==> src/rtl/avc_cfg_pkg.sv <==
// Package for the AVC decoder configuration record parser.
// Holds the byte role and status codes and the request and result payload types.
// No dependencies.
`timescale 1ns / 1ps

package avc_cfg_pkg;

  // Byte roles, which double as the phase codes of the parser.
  localparam logic [2:0] RoleHeader  = 3'd0;
  localparam logic [2:0] RoleSpsLen  = 3'd1;
  localparam logic [2:0] RoleSpsData = 3'd2;
  localparam logic [2:0] RolePpsCnt  = 3'd3;
  localparam logic [2:0] RolePpsLen  = 3'd4;
  localparam logic [2:0] RolePpsData = 3'd5;
  localparam logic [2:0] RoleTrail   = 3'd6;
  localparam logic [2:0] RoleError   = 3'd7;

  localparam logic [1:0] StRunning = 2'd0;
  localparam logic [1:0] StOk      = 2'd1;
  localparam logic [1:0] StBadVer  = 2'd2;
  localparam logic [1:0] StTrunc   = 2'd3;

  localparam logic [7:0] VersionOne = 8'd1;
  localparam logic [4:0] SpsMask    = 5'd31;

  typedef struct packed {
    logic [7:0] data_byte;
    logic       last_byte;
  } in_item_t;

  typedef struct packed {
    logic [2:0]  byte_role;
    logic [1:0]  status;
    logic [7:0]  profile_code;
    logic [7:0]  compat_flags;
    logic [7:0]  level_code;
    logic [2:0]  nal_length_bytes;
    logic [4:0]  sps_total;
    logic [7:0]  pps_total;
    logic [7:0]  set_index;
    logic [15:0] set_length;
    logic        end_of_box;
  } out_item_t;

endpackage

==> src/rtl/avc_config_record_parser.sv <==
// AVC decoder configuration record parser, top level.
// Depends on avc_cfg_pkg for the codes and payload types.
`timescale 1ns / 1ps

// Takes one payload byte of an AVC decoder configuration box per request and
// returns one result per byte: its role in the record, the captured header
// fields, the current parameter set index and length, and a status that shows
// a bad version from the version byte on and, on the final byte, whether the
// record was accepted or truncated. The parse state is updated by a single
// combinational step between the input and the result register, so one byte
// is accepted every cycle while no result waits uncollected, and a new byte is
// taken in the same cycle that a waiting result is collected. After the final
// byte all state returns to its reset value, ready for the next box.
module avc_config_record_parser (
  input  logic                  clk_i,
  input  logic                  rst_ni,
  input  logic                  in_valid_i,
  output logic                  in_ready_o,
  input  avc_cfg_pkg::in_item_t  in_data_i,
  output logic                  out_valid_o,
  input  logic                  out_ready_i,
  output avc_cfg_pkg::out_item_t out_data_o
);
  import avc_cfg_pkg::*;

  logic [2:0]  phase_q, phase_d;
  logic [2:0]  hpos_q, hpos_d;
  logic [7:0]  sets_left_q, sets_left_d;
  logic [7:0]  set_counter_q, set_counter_d;
  logic [15:0] bytes_left_q, bytes_left_d;
  logic [7:0]  length_high_q, length_high_d;
  logic [15:0] cur_len_q, cur_len_d;
  logic [7:0]  profile_q, profile_d;
  logic [7:0]  compat_q, compat_d;
  logic [7:0]  level_q, level_d;
  logic [1:0]  nal_q, nal_d;
  logic [4:0]  sps_total_q, sps_total_d;
  logic [7:0]  pps_count_q, pps_count_d;
  logic [1:0]  err_q, err_d;

  logic        out_valid_q;
  out_item_t   out_q, out_d;

  logic        in_acc;
  logic        finish;
  logic        is_sps;
  logic [7:0]  b;
  logic [15:0] len_word;
  logic [7:0]  idx;
  logic [15:0] len;
  logic [1:0]  status;

  assign in_ready_o = !out_valid_q || out_ready_i;
  assign in_acc     = in_valid_i && in_ready_o;
  assign b          = in_data_i.data_byte;
  assign len_word   = {length_high_q, b};
  assign is_sps     = (phase_q == RoleSpsLen) || (phase_q == RoleSpsData);

  always_comb begin
    phase_d       = phase_q;
    hpos_d        = hpos_q;
    sets_left_d   = sets_left_q;
    set_counter_d = set_counter_q;
    bytes_left_d  = bytes_left_q;
    length_high_d = length_high_q;
    cur_len_d     = cur_len_q;
    profile_d     = profile_q;
    compat_d      = compat_q;
    level_d       = level_q;
    nal_d         = nal_q;
    sps_total_d   = sps_total_q;
    pps_count_d   = pps_count_q;
    err_d         = err_q;
    finish        = 1'b0;
    idx           = 8'd0;
    len           = 16'd0;

    case (phase_q)
      RoleHeader: begin
        if (hpos_q == 3'd0) begin
          if (b != VersionOne) begin
            err_d   = StBadVer;
            phase_d = RoleError;
          end else begin
            hpos_d = 3'd1;
          end
        end else begin
          hpos_d = hpos_q + 3'd1;
          case (hpos_q)
            3'd1: profile_d = b;
            3'd2: compat_d  = b;
            3'd3: level_d   = b;
            3'd4: nal_d     = b[1:0];
            3'd5: begin
              sps_total_d   = b[4:0] & SpsMask;
              sets_left_d   = {3'd0, b[4:0]};
              set_counter_d = 8'd0;
              hpos_d        = 3'd0;
              phase_d       = (b[4:0] != 5'd0) ? RoleSpsLen : RolePpsCnt;
            end
            default: ;
          endcase
        end
      end
      RoleSpsLen, RolePpsLen: begin
        idx = set_counter_q;
        if (hpos_q == 3'd0) begin
          length_high_d = b;
          hpos_d        = 3'd1;
        end else begin
          len          = len_word;
          cur_len_d    = len_word;
          bytes_left_d = len_word;
          hpos_d       = 3'd0;
          if (len_word == 16'd0) begin
            finish = 1'b1;
          end else begin
            phase_d = is_sps ? RoleSpsData : RolePpsData;
          end
        end
      end
      RoleSpsData, RolePpsData: begin
        idx          = set_counter_q;
        len          = cur_len_q;
        bytes_left_d = bytes_left_q - 16'd1;
        finish       = (bytes_left_d == 16'd0);
      end
      RolePpsCnt: begin
        pps_count_d   = b;
        sets_left_d   = b;
        set_counter_d = 8'd0;
        hpos_d        = 3'd0;
        phase_d       = (b != 8'd0) ? RolePpsLen : RoleTrail;
      end
      default: ;
    endcase

    // End of a set: step to the next set of the list, or on to the next list.
    if (finish) begin
      sets_left_d   = sets_left_q - 8'd1;
      set_counter_d = set_counter_q + 8'd1;
      hpos_d        = 3'd0;
      cur_len_d     = 16'd0;
      if (sets_left_d != 8'd0) begin
        phase_d = is_sps ? RoleSpsLen : RolePpsLen;
      end else begin
        phase_d = is_sps ? RolePpsCnt : RoleTrail;
      end
    end

    if (err_d != StRunning) begin
      status = err_d;
    end else if (in_data_i.last_byte) begin
      status = (phase_d == RoleTrail) ? StOk : StTrunc;
    end else begin
      status = StRunning;
    end

    out_d.byte_role        = phase_q;
    out_d.status           = status;
    out_d.profile_code     = profile_d;
    out_d.compat_flags     = compat_d;
    out_d.level_code       = level_d;
    out_d.nal_length_bytes = {1'b0, nal_d} + 3'd1;
    out_d.sps_total        = sps_total_d;
    out_d.pps_total        = pps_count_d;
    out_d.set_index        = idx;
    out_d.set_length       = len;
    out_d.end_of_box       = in_data_i.last_byte;
  end

  always_ff @(posedge clk_i or negedge rst_ni) begin
    if (!rst_ni) begin
      phase_q       <= RoleHeader;
      hpos_q        <= 3'd0;
      sets_left_q   <= 8'd0;
      set_counter_q <= 8'd0;
      bytes_left_q  <= 16'd0;
      length_high_q <= 8'd0;
      cur_len_q     <= 16'd0;
      profile_q     <= 8'd0;
      compat_q      <= 8'd0;
      level_q       <= 8'd0;
      nal_q         <= 2'd0;
      sps_total_q   <= 5'd0;
      pps_count_q   <= 8'd0;
      err_q         <= StRunning;
    end else if (in_acc) begin
      if (in_data_i.last_byte) begin
        // The box is complete, so the next byte opens a new one.
        phase_q       <= RoleHeader;
        hpos_q        <= 3'd0;
        sets_left_q   <= 8'd0;
        set_counter_q <= 8'd0;
        bytes_left_q  <= 16'd0;
        length_high_q <= 8'd0;
        cur_len_q     <= 16'd0;
        profile_q     <= 8'd0;
        compat_q      <= 8'd0;
        level_q       <= 8'd0;
        nal_q         <= 2'd0;
        sps_total_q   <= 5'd0;
        pps_count_q   <= 8'd0;
        err_q         <= StRunning;
      end else begin
        phase_q       <= phase_d;
        hpos_q        <= hpos_d;
        sets_left_q   <= sets_left_d;
        set_counter_q <= set_counter_d;
        bytes_left_q  <= bytes_left_d;
        length_high_q <= length_high_d;
        cur_len_q     <= cur_len_d;
        profile_q     <= profile_d;
        compat_q      <= compat_d;
        level_q       <= level_d;
        nal_q         <= nal_d;
        sps_total_q   <= sps_total_d;
        pps_count_q   <= pps_count_d;
        err_q         <= err_d;
      end
    end
  end

  always_ff @(posedge clk_i or negedge rst_ni) begin
    if (!rst_ni) begin
      out_valid_q <= 1'b0;
    end else if (in_acc) begin
      out_valid_q <= 1'b1;
    end else if (out_ready_i) begin
      out_valid_q <= 1'b0;
    end
  end

  always_ff @(posedge clk_i) begin
    if (in_acc) begin
      out_q <= out_d;
    end
  end

  assign out_valid_o = out_valid_q;
  assign out_data_o  = out_q;

  // A final status is only ever reported on the last byte of a box.
  assert property (@(posedge clk_i) disable iff (!rst_ni)
    (out_valid_o && (out_data_o.status == StOk || out_data_o.status == StTrunc))
      |-> out_data_o.end_of_box)
    else $error("final status without end of box");

  // Bytes after a bad version always carry the bad version status.
  assert property (@(posedge clk_i) disable iff (!rst_ni)
    (out_valid_o && out_data_o.byte_role == RoleError) |-> (out_data_o.status == StBadVer))
    else $error("error role without bad version status");

  // The last byte of a box returns the parser to the start of a header.
  assert property (@(posedge clk_i) disable iff (!rst_ni)
    (in_acc && in_data_i.last_byte)
      |=> (phase_q == RoleHeader && hpos_q == 3'd0 && err_q == StRunning))
    else $error("parser state not cleared after end of box");

  // A stalled result must not be overwritten.
  assert property (@(posedge clk_i) disable iff (!rst_ni)
    (out_valid_o && !out_ready_i) |=> (out_valid_o && $stable(out_data_o)))
    else $error("pending result lost");

endmodule
==> config.mk <==
export PLATFORM = sky130hd
export DESIGN_NAME = avc_config_record_parser
export DESIGN_NICKNAME = d
export VERILOG_FILES = /design/src/rtl/avc_cfg_pkg.sv /design/src/rtl/avc_config_record_parser.sv
export SDC_FILE = /design/constraint.sdc
export NUM_CORES = 1
export LEC_CHECK = 0
export BUFFER_PORTS_ARGS = -buffer_cell sky130_fd_sc_hd__buf_2
export CAP_MARGIN = 25
export CORE_ASPECT_RATIO = 2
export CORE_MARGIN = 5
export CORE_UTILIZATION = 50
export CTS_BUF_LIST = sky130_fd_sc_hd__clkbuf_8 sky130_fd_sc_hd__clkbuf_16
export DETAILED_ROUTE_END_ITERATION = 8
export PLACE_DENSITY = 0.66
export SYNTH_ARGS = -nofsm -noshare
export SYNTH_HDL_FRONTEND = slang
export SYNTH_SLANG_ARGS = --single-unit
==> constraint.sdc <==
create_clock -name clk_i -period 7.7 [get_ports clk_i]
set_input_delay 0.77 -clock clk_i [delete_from_list [all_inputs] [get_ports clk_i]]
set_output_delay 0.77 -clock clk_i [all_outputs]
set_load 0.05 [all_outputs]
* Word level (Yosys, flattened, before mapping) *
Cells that the tools add are included.

cells by class
  equal/unequal tests = 17
  multiplexer cells = 76
  reduce and logical (&&, ||, !) cells = 27
  add/subtract/negate cells = 5

operators with widths
  kind                                                 count
  two-way mux 8 bit                                    25
  two-way mux 16 bit                                   6
  one-hot mux 16 bit (2 select lines)                  2
  two-way mux 3 bit                                    16
  zero test 16 bit                                     2
  one-hot mux 8 bit (2 select lines)                   2
  two-way mux 2 bit                                    13
  two-way mux 5 bit                                    4
  one-hot mux 3 bit (3 select lines)                   2
  nonzero test 8 bit                                   2
  subtractor 16 x 1 -> 16 bit (second input constant)  1
  == test 3 bit (second input constant)                5
  == test 3 x 2 -> 1 bit (second input constant)       4
  AND reduction 3 bit                                  4
  nonzero test 5 bit                                   2
  adder 8 x 1 -> 8 bit (second input constant)         1
  != test 4 bit (second input constant)                2
  != test 8 x 1 -> 1 bit (second input constant)       1
  nonzero test 2 bit                                   4
  subtractor 8 x 1 -> 8 bit (second input constant)    1
  == test 3 x 1 -> 1 bit (second input constant)       2
  zero test 3 bit                                      2
  != test 3 bit (second input constant)                2
  nonzero test 3 bit                                   2
  other kinds (12)                                     18

storage, ports and cells
  logic and storage cells = 151
  register bits = 174
  output and inout bits = 72
  input port bits = 13

* Longest topological paths before layout *
Gate-level depths: netlist of run 1.

  word-level depth = 11
  mapped depth = 11
  gate-level depth less buffers = 9

* Least setup slack after synthesis of run 1 *
OpenSTA, ideal clock, no wires.

  path type = input-to-reg
  start = input port out_ready_i
  end = register bytes_left_q[10]
  data arrival time = 3,187 ps
  required time = 7,568 ps
  library setup time = 132 ps
  setup slack = 4,381 ps
  buffers on the path = 1
  stages = 7
  path through = nand2b_1 nand2_1 inv_2 o31ai_1 clkbuf_1 o21ai_1 o21ai_1

between the ends
  word-level cells in the longest chain between the ends = 3

ends and longest elaborated chain
  what                           line                             text
  start, declared                avc_config_record_parser.sv:21   input logic out_ready_i,
  logical OR 1 bit               avc_config_record_parser.sv:53   assign in_ready_o = !out_valid_q || out_ready_i;
  logical AND 1 bit              avc_config_record_parser.sv:54   assign in_acc = in_valid_i && in_ready_o;
  net in_acc                     avc_config_record_parser.sv:44   logic in_acc;
  AND reduction 3 bit (no line)  n/a
  end signal, assigned           avc_config_record_parser.sv:210  bytes_left_q <= bytes_left_d;
  end, declared                  avc_config_record_parser.sv:30   logic [15:0] bytes_left_q, bytes_left_d;

The timed path passes the listed nets, and every way through them passes these cells.
A chain may end at the register's enable or synchronous reset.

* Worst setup path in the final report of run 1 *
  start = register bytes_left_q[0]
  end = register cur_len_q[3]

between the ends
  word-level cells in the longest chain between the ends = 5
  elaborated cells between the ends (all ways) = 8
  those cells by class = add/sub: 1; eq/ne: 1; mux: 3; reduce/logical: 3

ends and longest elaborated chain
  what                                                                 line                             text
  subtractor 16 x 1 -> 16 bit (*)                                      avc_config_record_parser.sv:125  bytes_left_d = bytes_left_q - 16'd1;
  zero test 16 bit (*)                                                 avc_config_record_parser.sv:126  finish = (bytes_left_d == 16'd0);
  one-hot mux 1 bit (2 select lines) (*)                               avc_config_record_parser.sv:78   case (phase_q)
  != test 3 bit (no line) (tied with other cells)                      n/a
  AND reduction 3 bit (no line) or two-way mux 16 bit (tied branches)  n/a
  end signal, assigned                                                 avc_config_record_parser.sv:212  cur_len_q <= cur_len_d;
  end, declared                                                        avc_config_record_parser.sv:32   logic [15:0] cur_len_q, cur_len_d;

Mark *: on every way between the ends. The rest lies on a longest branch, timed or not.

==> qor_table.md, run 1 <==
| Group | Parameter | Reported |
|---|---|---|
| drt | Uppermost metal layer occupied by signal nets | met4 |
| drt | Pre-antenna DRT Iters | 6 |
| clock network | Cell at the root of the clock tree | clkbuf_16 |
| drt | Remaining number of nets flagged by the antenna check after routing | 0 |
| drt | Average wire length per cell after detail routing | 21.5 um |
| drt | Post-Route M1 WL | 8.07 mm |
| critical path | Crit Path Max Fanout | 16 |
| floorplan | Count of standard-cell rows | 66 |
| clock network | Post-CTS setup repair buffer count | 0 |
| synth | Netlist area before placement | 8140 sq um |
| critical path | Startpoint-to-endpoint class of the critical path | reg2reg |
| timing | Worst-case headroom to the max-slew limit | 33.4% |
| finish | Area growth, synth to finish | 13.9% |
| clock network | Clock tree from TritonCTS | done |
| critical path | Arrival @ worst endpoint | 3910 ps |
| synth | Number of enable-type register cells in the synthesized netlist | 70 |
| timing | Max Clk Rate | 281 MHz |
| timing | Final clock period utilization by the worst path | 46.2% |
| drt | Overall via count from detail_route | 6090 |
| power and ir drop | Leakage power total | 4.01 nW |
| synth | Fraction of synthesized cell area taken by the top area cell type | 32.0% |
| floorplan | Boundary Pins | 85 |
| floorplan | Die Area | 19100 sq um |
| global route | Remaining Overflow, GRT | 0 |
| power and ir drop | Power density over the cells | 355 nW/um^2 |
| floorplan | Floorplan die height | 190 um |
| finish | Share of layout cells above drive strength 1 | 19.3% |
| clock network | Number of sinks driven by the clock tree | 174 |
| timing | Number of failing hold endpoints at the final stage | 0 |
| floorplan | Core footprint | 16200 sq um |
| synth | Leading register cell type out of synthesis | dfrtp_1 |
| timing | Final worst setup slack | 4150 ps |
| timing | Largest clock skew in the final design | 9.25 ps |
| place | Dpl ws | 4130 ps |
| clock network | Clock insertion delay at the later pin of the skew report | 430 ps |
| critical path | Required time of the worst setup path | 8060 ps |
| clock network | Num CTS Buffers | 17 |
| synth | Async S/R FF share, synth | 59.8% |
| timing | Post-route setup TNS | 0 ps |
| run status | Outcome | finished, final reports clean |
| clock network | Number of hold buffers added after CTS | 0 |
| finish | Antenna Cells | 0 |
| critical path | Crit path launch type | flop |
| synth | Post-synthesis cell type count | 69 |
| clock network | Maximum buffer depth of the clock tree | 2 |
| drt | Wire length on met3 | 814 um |
| synth | Synthesized flop and latch total | 174 |
| floorplan | Overall die width | 100 um |
| synth | Sequential fraction of the synthesis area | 57.8% |
| critical path | Kind of end point of the critical path | flop |
| global route | First-pass GRT wire length | 33.8 mm |
| drt | Initial drt markers | 356 |
| global route | Vias in the first global route | 6080 |
| synth | Dominant cell by count in the synthesized netlist | dfrtp_1 |
| clock network | Number of gates resized after CTS | 0 |
| drt | Via count normalized by instance count | 6.16 |
| run | Max-Cap Viols | 0 |
| synth | Synth warn | 0 |
| floorplan | Initial Utilization | 50.3% |
| global route | Global-route total usage across every layer | 23.1% |
| synth | Mapped Nets | 730 |
| place | Placed wire-length estimate after detailed placement | 14.1 mm |
| clock network | CTS clock-pin slew for the worst setup and hold paths | 70 ps |
| timing | Setup violators final | 0 |
| finish | Fill cell total of the finished layout | 1408 |
| global route | Largest net degree at the start of global routing | 70 |
| power and ir drop | Largest vdd supply drop | 191 uV |
| clock network | H-tree level count | 4 |
| place | Final Wtd Congestion | 0.918 |
| finish | Filler-free cell count of the finished design | 988 |
| timing | Slew at the pin with the worst max-slew slack | 992 ps |
| finish | Flip-flop count of the largest register, all copies and words added | 70 |
| timing | RSZ-0062 raised after global routing | false |
| synth | Number of standard cells after synthesis | 710 |
| global route | Antenna violations before repair | 0 |
| place | Count of input and output buffers | 84 |
| drt | Wire length on met2 | 11.7 mm |
| min path | Tightest Hold Check Type | in2async |
| timing | Slew Viols, Final | 0 |
| finish | Core occupancy in the finished layout | 57.3% |
| finish | Number of nets in the layout | 791 |
| synth | Syn avg cell area | 11.5 sq um |
| drt | Number of design rule violations left after detail routing | 0 |
| power and ir drop | Post-layout total power | 3.29 mW |
| drt | Final wirelength | 21.3 mm |
| place | Cell count after placement | 956 |
| synth | Library cell occupying the most area in the post-synthesis netlist | dfrtp_1 |
| timing | Final worst path period need | 3550 ps |
| synth | Most area-consuming cells after synthesis | dfrtp_1 (32%), edfxtp_1 (26%), a22o_1 (8.3%) |
| synth | Most frequent cells after synthesis | dfrtp_1 (104), a22o_1 (77), edfxtp_1 (70), nand2_1 (57), o21ai_1 (52) |
-- cell families after synthesis --
logic type                 synth area share, %
AOI/OAI and AO/OA                         19.7
muxes                                     3.95
buffers and inverters                     3.33
DFF                                       57.8
and+or+nand+nor                           13.2
adders and majority gates                 1.08
xor gates and xnor gates                 0.968
-- where the power goes --
group / total, mW / switching, mW / internal [mW]
Clock: 0.888 / 0.372 / 0.515
Sequential: 1.31 / 0.188 / 1.12
Combinational: 1.09 / 0.715 / 0.378
-- cells in the final DEF (no fill, tap or decap), types with 4 or more instances in the layout --
cell type | synthesis | final
dfrtp_1 | 104 | 104
buf_2 | 4 | 83
a22o_1 | 77 | 77
edfxtp_1 | 70 | 70
nand2_1 | 57 | 57
o21ai_1 | 52 | 52
nor2_1 | 48 | 47
a21oi_1 | 29 | 29
clkbuf_16 | 0 | 17
nor3_1 | 14 | 14
mux2_1 | 14 | 14
and2_1 | 14 | 14
inv_1 | 12 | 13
mux2_2 | 11 | 11
nor4_1 | 11 | 11
nand2b_1 | 9 | 9
o31ai_1 | 9 | 9
buf_4 | 0 | 9
nand3_1 | 8 | 8
a211oi_1 | 8 | 8
or3_1 | 7 | 7
and3_1 | 7 | 7
xnor2_1 | 7 | 7
o21ai_0 | 7 | 7
a22oi_1 | 7 | 7
ha_1 | 7 | 7
nor4b_1 | 5 | 5
inv_6 | 0 | 5
mux2i_1 | 4 | 4
-- layout make-up --
cell class	instances	area [sq um]	share of cell area [%]
well taps	204	255	2.75
flip-flops and latches	174	4700	50.7
clock inverters	15	181	1.96
repair buffers	92	483	5.21
inverters	15	56.3	0.607
multi-input cells	471	3170	34.2
clock buffers	17	425	4.59
-- layer usage --
metal  global-route usage (%)  up-vias
met1                     27.0     3052
met5                        0        -
met4                     9.44        0
li1                         -     2794
met2                     41.2      202
met3                     3.92       42
-- per-stage QoR --
stage / area (sq um) / hold WS, ps
floorplan: 8140 / 423
global placement: 8670 / 468
detailed placement: 8670 / 476
CTS: 9280 / 297
global route: 9280 / 319
finish: 9280 / 292
-- path summary, 6_finish.rpt --
kind / start / end / slack (ps) / cells after the start
max reg2reg: bytes_left_q[0] / cur_len_q[3] / 4150 / 9
min: rst_ni / cur_len_q[9] / 290 / 1
max: bytes_left_q[0] / cur_len_q[3] / 4150 / 9
min in group clk_i: nal_q[0] / nal_q[0] / 490 / 2
min reg2reg: nal_q[0] / nal_q[0] / 490 / 2
max in group asynchronous: rst_ni / sets_left_q[6] / 6110 / 2
-- worst max-delay path, stage by stage, from the launching register on --
cell       delay (ps)
dfrtp_1           450
inv_1              90
ha_1              240
or4b_1            600
nor4_2            290
nor4_4             80
o2111ai_4         480
nand3_2           210
nor3_2            790
a22o_1            250
No activity file was read; power rests on OpenSTA's default activity.
==> inputs of run 2 (changes only) <==
ABC_AREA = 1   (was default)
clock period = 3.6 ns   (was 7.7 ns; I/O delays follow)
==> run 2 against run 1 <==
  * The run now ends with negative hold slack left
  * Setup slack got worse by 3300 ps
  * Fmax rose by 27%
  * Routed wire length fell by 5.5%
  * Global-route usage fell by 1.7 points
  * Count of clock-buffer cells in the layout rose by 1
  * Final area rose by 2.9%
  * Sequential power rose by 110%
  * Clock skew rose by 7.5 ps
  * Die area rose by 2.9%
  * Register-to-register slack got worse by 3300 ps
  * Critical path depth rose by 6
==> qor_table.md, run 2 <==
| Group | Parameter | Reported | Delta |
|---|---|---|---|
| clock network | CTS clock-pin slew for the worst setup and hold paths | 60 ps | was 70 ps |
| clock network | Cell at the root of the clock tree | clkbuf_16 | unchanged |
| clock network | H-tree level count | 4 | unchanged |
| clock network | Number of hold buffers added after CTS | 0 | unchanged |
| power and ir drop | Sequential share of power | 35.8% | was 39.8% |
| timing | Number of failing hold endpoints at the final stage | 10 | was 0 |
| timing | Slew Viols, Final | 0 | unchanged |
| floorplan | Boundary Pins | 85 | unchanged |
| floorplan | Core footprint | 16700 sq um | was 16200 sq um |
| place | Final Wtd Congestion | 0.909 | was 0.918 |
| drt | Pre-antenna DRT Iters | 5 | was 6 |
| clock network | Number of sinks driven by the clock tree | 174 | unchanged |
| finish | Flip-flop count of the largest register, all copies and words added | 70 | unchanged |
| finish | Fill cell total of the finished layout | 1530 | was 1408 |
| floorplan | Floorplan die height | 193 um | was 190 um |
| timing | Final worst path period need | 2800 ps | was 3550 ps |
| synth | Sequential fraction of the synthesis area | 56.0% | was 57.8% |
| critical path | Worst-path cell chain | inv_2 -> nand3_1 -> nand2_2 -> inv_2 -> nor2_1 -> nand3_1 -> nor2_1 -> nand2_1 -> nor2_2 -> nand2_4 -> nand2_4 -> o21ai_0 -> nand2_1 -> nand2_1 -> nand2_1 | was inv_1 -> ha_1 -> or4b_1 -> nor4_2 -> nor4_4 -> o2111ai_4 -> nand3_2 -> nor3_2 -> a22o_1 |
| timing | Worst-case headroom to the max-slew limit | 42.9% | was 33.4% |
| synth | Netlist area before placement | 8400 sq um | was 8140 sq um |
| critical path | Number of cells on the critical path | 15 | was 9 |
| clock network | Number of gates resized after CTS | 0 | unchanged |
| drt | Initial drt markers | 369 | was 356 |
| timing | Max Clk Rate | 357 MHz | was 281 MHz |
| synth | Leading register cell type out of synthesis | dfrtp_1 | unchanged |
| run status | Outcome | finished with violations | was finished, final reports clean |
| critical path | R2r setup slk | 800 ps | was 4150 ps |
| clock network | Clock insertion delay at the later pin of the skew report | 440 ps | was 430 ps |
| place | Placed wire-length estimate after detailed placement | 14.5 mm | was 14.1 mm |
| run | Max-Cap Viols | 0 | unchanged |
| timing | Setup violators final | 0 | unchanged |
| synth | Most frequent cells after synthesis | nand2_1 (182), inv_1 (163), dfrtp_1 (104), o21ai_0 (80), edfxtp_1 (70) | was dfrtp_1 (104), a22o_1 (77), edfxtp_1 (70), nand2_1 (57), o21ai_1 (52) |
| timing | Largest clock skew in the final design | 16.8 ps | was 9.25 ps |
| critical path | Kind of end point of the critical path | flop | unchanged |
| drt | Average wire length per cell after detail routing | 16.3 um | was 21.5 um |
| global route | Vias in the first global route | 6469 | was 6080 |
| power and ir drop | Net Sw Power | 3.32 mW | was 1.28 mW |
| min path | Tightest Hold Check Type | in2async | unchanged |
| synth | Number of enable-type register cells in the synthesized netlist | 70 | unchanged |
| critical path | CP Buf/Inv Count | 2 | was 1 |
| clock network | Post-CTS setup repair buffer count | 0 | unchanged |
| power and ir drop | Power density over the cells | 792 nW/um^2 | was 355 nW/um^2 |
| synth | Syn avg cell area | 8.98 sq um | was 11.5 sq um |
| clock network | Maximum buffer depth of the clock tree | 2 | unchanged |
| synth | Synth warn | 0 | unchanged |
| global route | Remaining Overflow, GRT | 0 | unchanged |
| finish | Post-route cell area | 9540 sq um | was 9280 sq um |
| critical path | Cell with the largest stage delay on the worst path | inv_2 | was nor3_2 |
| synth | Async S/R FF share, synth | 59.8% | unchanged |
| floorplan | Die Area | 19700 sq um | was 19100 sq um |
| critical path | CP most frequent cell | nand2_1 |  |
| critical path | Crit path launch type | flop | unchanged |
| synth | Dominant cell by count in the synthesized netlist | nand2_1 | was dfrtp_1 |
| drt | Final wirelength | 20.1 mm | was 21.3 mm |
| synth | Most area-consuming cells after synthesis | dfrtp_1 (31%), edfxtp_1 (25%), nand2_1 (8.1%) | was dfrtp_1 (32%), edfxtp_1 (26%), a22o_1 (8.3%) |
| power and ir drop | Largest vdd supply drop | 362 uV | was 191 uV |
| synth | Library cell occupying the most area in the post-synthesis netlist | dfrtp_1 | unchanged |
| timing | Slew at the pin with the worst max-slew slack | 856 ps | was 992 ps |
| place | Area after DPL | 9010 sq um | was 8670 sq um |
| timing | Post-route setup TNS | 0 ps | unchanged |
| critical path | Worst R2R End | out_data_o[66] | was cur_len_q[3] |
| finish | Number of nets in the layout | 1033 | was 791 |
| clock network | Clock tree from TritonCTS | done | unchanged |
| synth | Post-synthesis cell type count | 39 | was 69 |
| power and ir drop | Combinational share of power | 42.1% | was 33.2% |
| power and ir drop | Clk pwr share | 22.1% | was 27.0% |
| power and ir drop | Net switching share of the total power | 43.9% | was 38.7% |
| timing | RSZ-0062 raised after global routing | false | unchanged |
| power and ir drop | Leakage power total | 4.69 nW | was 4.01 nW |
| finish | Most frequent cells in the layout | nand2_1 (182), inv_1 (162), dfrtp_1 (104), buf_2 (83), o21ai_0 (80) | was dfrtp_1 (104), buf_2 (83), a22o_1 (77), edfxtp_1 (70), nand2_1 (57) |
| drt | Remaining number of nets flagged by the antenna check after routing | 0 | unchanged |
| finish | Area growth, synth to finish | 13.5% | was 13.9% |
| critical path | Crit Path Max Fanout | 38 | was 16 |
| floorplan | Overall die width | 102 um | was 100 um |
| finish | Share of layout cells above drive strength 1 | 16.7% | was 19.3% |
| drt | Overall via count from detail_route | 6529 | was 6090 |
| global route | Global-route total usage across every layer | 21.4% | was 23.1% |
| critical path | Arrival @ worst endpoint | 2980 ps | was 3910 ps |
| floorplan | Initial Utilization | 50.4% | was 50.3% |
| critical path | Path depth of the worst reg2reg path | 15 | was 9 |
| clock network | Num CTS Buffers | 17 | unchanged |
| critical path | Dominant delay contributor by cell family on the critical path | simple AND/OR/NAND/NOR gates | unchanged |
| finish | Most common cell after layout, fill and taps aside | nand2_1 | was dfrtp_1 |
| global route | First-pass GRT wire length | 32.7 mm | was 33.8 mm |
| critical path | Delay of the slowest critical-path stage | 500 ps | was 790 ps |
| drt | Number of design rule violations left after detail routing | 0 | unchanged |
| place | Count of input and output buffers | 84 | unchanged |
| finish | Antenna Cells | 0 | unchanged |
| run status | Violations in the final reports | negative hold slack |  |
| timing | Final clock period utilization by the worst path | 77.8% | was 46.2% |
| global route | Largest net degree at the start of global routing | 75 | was 70 |
| floorplan | Count of standard-cell rows | 67 | was 66 |
| critical path | Required time of the worst setup path | 3780 ps | was 8060 ps |
| synth | Mapped Nets | 956 | was 730 |
| synth | Fraction of synthesized cell area taken by the top area cell type | 31.0% | was 32.0% |
| critical path | Start of the worst register-to-register path | phase_q[2] | was bytes_left_q[0] |
| timing | Hold slack final | -16.0 ps | was 292 ps |
| global route | Antenna violations before repair | 0 | unchanged |
| drt | Via count normalized by instance count | 5.30 | was 6.16 |
| power and ir drop | Cell-internal power | 4.24 mW | was 2.02 mW |
| critical path | Startpoint-to-endpoint class of the critical path | reg2reg | unchanged |
| synth | Number of standard cells after synthesis | 936 | was 710 |
| synth | Synthesized flop and latch total | 174 | unchanged |
[run 2: final cells by class]
cell class / count / area, sq um / share of cell area, %
Clock buffer: 18 / 439 / 4.60
Inverter: 172 / 648 / 6.79
Timing Repair Buffer: 91 / 500 / 5.25
Sequential cell: 174 / 4700 / 49.3
Multi-Input combinational cell: 557 / 2900 / 30.4
Clock inverter: 14 / 93.8 / 0.983
Tap cell: 207 / 259 / 2.71
[run 2: logic make-up (layout without fill, tap and decap cells)]
logic type,Yosys count,count (layout),share of synthesized area [%]
XOR/XNOR,14,14,1.55
AO/OA/AOI/OAI,190,190,13.4
flip-flops,174,174,56.0
buffers and inverters,205,295,9.54
adder cells (fa/ha/maj),7,7,1.04
AND/OR/NAND/NOR,346,346,18.5
[run 2: metrics by stage]
stage	hold WS [ps]	total power, mW	std cells	utilization (%)	setup WS, ps
after global routing	45.9	8.08	1233	57.2	523
final	-16.0	7.56	1233	57.2	799
after floorplan	64.4	5.12	936	-	533
after CTS	0.342	7.59	1233	57.2	801
after global placement	463	5.87	1201	54.0	847
after detailed placement	468	5.91	1201	54.0	824
[run 2: per-layer routing]
layer	up-vias	routed length [um]	track usage, %
met3	61	899	3.68
met4	0	943	10.7
met5	-	0	0
li1	3219	-	-
met2	183	10800	38.2
met1	3066	7460	23.6
[run 2: worst max-delay path by stage]
stage,startpoint,endpoint
finish,phase_q[2],out_data_o[66]
CTS,phase_q[0],sets_left_q[2]
detailed placement,phase_q[0],sets_left_q[4]
floorplan,out_valid_o,out_data_o[0]
global placement,phase_q[2],out_data_o[66]
global route,phase_q[0],out_data_o[66]
[run 2: power groups by stage]
stage,clock (mW),combinational (mW),sequential (mW)
6_report,1.67,3.18,2.70
5_1_grt,1.80,3.54,2.74
4_1_cts,1.70,3.19,2.71
3_5_place_dp,0,3.17,2.74
3_3_place_gp,0,3.13,2.74
2_1_floorplan,0,2.01,3.11
==> inputs of run 3 (changes only) <==
clock period = 2.7 ns   (was 3.6 ns; I/O delays follow)
==> run 3 against run 2 <==
  * The run now ends clean
  * Worst hold slack gained 98 ps
  * Routed wire length grew 3.1%
  * Critical path depth grew 1
  * Clock skew shrank 7.2 ps
  * Core utilization grew 2.0 points
  * Critical path type unchanged
  * Largest power group unchanged
==> qor_table.md, run 3 (synthesis results as in run 2) <==
| Group | Parameter | Reported | Delta |
|---|---|---|---|
| power and ir drop | Leakage power total | 4.86 nW | was 4.69 nW |
| timing | Largest clock skew in the final design | 9.57 ps | was 16.8 ps |
| timing | Setup violators final | 0 | unchanged |
| drt | Average wire length per cell after detail routing | 16.5 um | was 16.3 um |
| critical path | CP Buf/Inv Count | 0 | was 2 |
| clock network | H-tree level count | 4 | unchanged |
| critical path | R2r setup slk | 320 ps | was 800 ps |
| critical path | Crit path launch type | flop | unchanged |
| timing | Final worst path period need | 2380 ps | was 2800 ps |
| critical path | Worst-path cell chain | nor2_1 -> nand2_1 -> nor2_1 -> nand2_1 -> nand2_1 -> nand2_1 -> nor2_2 -> nand2_1 -> nor2_2 -> nand2_4 -> nand2_4 -> nand2_1 -> o21ai_0 -> nand2_1 -> nand2_1 -> nand2_1 | was inv_2 -> nand3_1 -> nand2_2 -> inv_2 -> nor2_1 -> nand3_1 -> nor2_1 -> nand2_1 -> nor2_2 -> nand2_4 -> nand2_4 -> o21ai_0 -> nand2_1 -> nand2_1 -> nand2_1 |
| floorplan | Die Area | 19700 sq um | unchanged |
| timing | Max Clk Rate | 421 MHz | was 357 MHz |
| critical path | Dominant delay contributor by cell family on the critical path | simple AND/OR/NAND/NOR gates | unchanged |
| critical path | Delay of the slowest critical-path stage | 460 ps | was 500 ps |
| critical path | Kind of end point of the critical path | flop | unchanged |
| finish | Area growth, synth to finish | 17.5% | was 13.5% |
| power and ir drop | Largest vdd supply drop | 544 uV | was 362 uV |
| floorplan | Overall die width | 102 um | unchanged |
| global route | Vias in the first global route | 6726 | was 6469 |
| critical path | Path depth of the worst reg2reg path | 16 | was 15 |
| timing | Final clock period utilization by the worst path | 88.0% | was 77.8% |
| timing | Hold slack final | 81.8 ps | was -16.0 ps |
| clock network | Clock insertion delay at the later pin of the skew report | 430 ps | was 440 ps |
| place | Placed wire-length estimate after detailed placement | 15.1 mm | was 14.5 mm |
| global route | Antenna violations before repair | 0 | unchanged |
| timing | Post-route setup TNS | 0 ps | unchanged |
| power and ir drop | Post-layout total power | 10.6 mW | was 7.56 mW |
| timing | RSZ-0062 raised after global routing | false | unchanged |
| finish | Share of layout cells above drive strength 1 | 18.9% | was 16.7% |
| drt | Number of design rule violations left after detail routing | 0 | unchanged |
| drt | Final wirelength | 20.7 mm | was 20.1 mm |
| critical path | Crit Path Max Fanout | 9 | was 38 |
| critical path | Worst R2R End | out_data_o[66] | unchanged |
| timing | Slew at the pin with the worst max-slew slack | 634 ps | was 856 ps |
| global route | Global-route total usage across every layer | 22.4% | was 21.4% |
| critical path | Cell with the largest stage delay on the worst path | dfrtp_1 | was inv_2 |
| clock network | Num CTS Buffers | 17 | unchanged |
| clock network | Clock tree from TritonCTS | done | unchanged |
| min path | Worst hold path endpoint | out_data_o[0] |  |
| place | Final Wtd Congestion | 0.910 | was 0.909 |
| timing | Worst-case headroom to the max-slew limit | 57.7% | was 42.9% |
| run status | Outcome | finished, final reports clean | was finished with violations |
| place | Area after DPL | 9150 sq um | was 9010 sq um |
| global route | Largest net degree at the start of global routing | 67 | was 75 |
| finish | Flip-flop count of the largest register, all copies and words added | 70 | unchanged |
| critical path | Start of the worst register-to-register path | bytes_left_q[8] | was phase_q[2] |
| drt | Remaining number of nets flagged by the antenna check after routing | 0 | unchanged |
| global route | Remaining Overflow, GRT | 0 | unchanged |
| drt | Overall via count from detail_route | 6667 | was 6529 |
| critical path | Startpoint-to-endpoint class of the critical path | reg2reg | unchanged |
| clock network | Number of sinks driven by the clock tree | 174 | unchanged |
| timing | Number of failing hold endpoints at the final stage | 0 | was 10 |
| run | Max-Cap Viols | 0 | unchanged |
| drt | Via count normalized by instance count | 5.30 | about the same |
| min path | Tightest Hold Check Type | in2reg | was in2async |
| global route | First-pass GRT wire length | 34.3 mm | was 32.7 mm |
| critical path | CP most frequent cell | nand2_1 | unchanged |
| place | Count of input and output buffers | 84 | unchanged |
| critical path | Required time of the worst setup path | 2880 ps | was 3780 ps |
| min path | Startpoint of the tightest hold check path | in_data_i[0] |  |
| floorplan | Initial Utilization | 50.4% | unchanged |
| finish | Most common cell after layout, fill and taps aside | nand2_1 | unchanged |
| finish | Post-route cell area | 9870 sq um | was 9540 sq um |
| finish | Antenna Cells | 0 | unchanged |
| timing | Slew Viols, Final | 0 | unchanged |
| finish | Most frequent cells in the layout | nand2_1 (181), inv_1 (163), dfrtp_1 (104), buf_2 (83), o21ai_0 (79) | was nand2_1 (182), inv_1 (162), dfrtp_1 (104), buf_2 (83), o21ai_0 (80) |
| clock network | Cell at the root of the clock tree | clkbuf_16 | unchanged |
| floorplan | Core footprint | 16700 sq um | unchanged |
| min path | Instance count along the most critical hold path | 1 |  |
| floorplan | Floorplan die height | 193 um | unchanged |
| drt | Initial drt markers | 410 | was 369 |
| critical path | Arrival @ worst endpoint | 2560 ps | was 2980 ps |
| clock network | Maximum buffer depth of the clock tree | 2 | unchanged |
| floorplan | Boundary Pins | 85 | unchanged |
| floorplan | Count of standard-cell rows | 67 | unchanged |
| clock network | CTS clock-pin slew for the worst setup and hold paths | 70 ps | was 60 ps |
| finish | Core occupancy in the finished layout | 59.2% | was 57.2% |
| power and ir drop | Power density over the cells | 1070 nW/um^2 | was 792 nW/um^2 |
| finish | Number of nets in the layout | 1057 | was 1033 |
| drt | Pre-antenna DRT Iters | 6 | was 5 |
[run 3: cell types whose count changed in the layout (fill, tap and decap cells not counted), sizes merged]
cell,previous run,this run
bufinv,0,4
dlygate4sd3,0,1
clkinv,9,2
inv,174,177
buf,91,114
[run 3: what timing repair did]
action | in CTS | in global routing
setup buffers | 0 | 3
endpoints found under the setup margin | 0 | 35
hold buffers | 1 | 0
endpoints found under the hold margin | 41 | 0
gates resized for setup | 0 | 9
[run 3: per-stage QoR]
stage                     cells  setup WS [ps]
after CTS                  1253           54.0
after global placement     1220            150
after detailed placement   1220           84.1
after global routing       1257           22.9
after floorplan             936            216
final                      1257            323
[run 3: worst max path at each step]
stage                endpoint            start  depth (start not counted)
3_3_place_gp     cur_len_q[2]  bytes_left_q[0]                         14
2_1_floorplan   out_data_o[0]      out_valid_o                          5
4_1_cts          cur_len_q[2]  bytes_left_q[0]                         14
5_1_grt        out_data_o[66]  bytes_left_q[8]                         16
3_5_place_dp     cur_len_q[2]  bytes_left_q[0]                         14
6_report       out_data_o[66]  bytes_left_q[8]                         16
[run 3: metal layers]
layer | share of wire (%) | up-vias | track usage, % | routed length (um)
met3 | 4.1 | 54 | 3.89 | 845
met1 | 36 | 3157 | 25.0 | 7550
li1 | - | 3270 | - | -
met4 | 4.0 | 0 | 10.7 | 833
met5 | 0 | - | 0 | 0
met2 | 55 | 186 | 40.2 | 11500
[run 3: final cells by class]
| type | instances | area [sq um] |
|---|---|---|
| timing repair buffer | 115 | 708 |
| fill | 1511 | 6810 |
| clock buffer | 18 | 439 |
| sequential | 174 | 4700 |
| tap | 207 | 259 |
| clock inverter | 14 | 190 |
| inverter | 172 | 651 |
| multi-input combinational | 557 | 2920 |
[run 3: power breakdown]
group	internal, mW	switching (mW)
sequential	3.31	0.300
clock	1.58	1.04
combinational	1.27	3.07
total	6.16	4.41
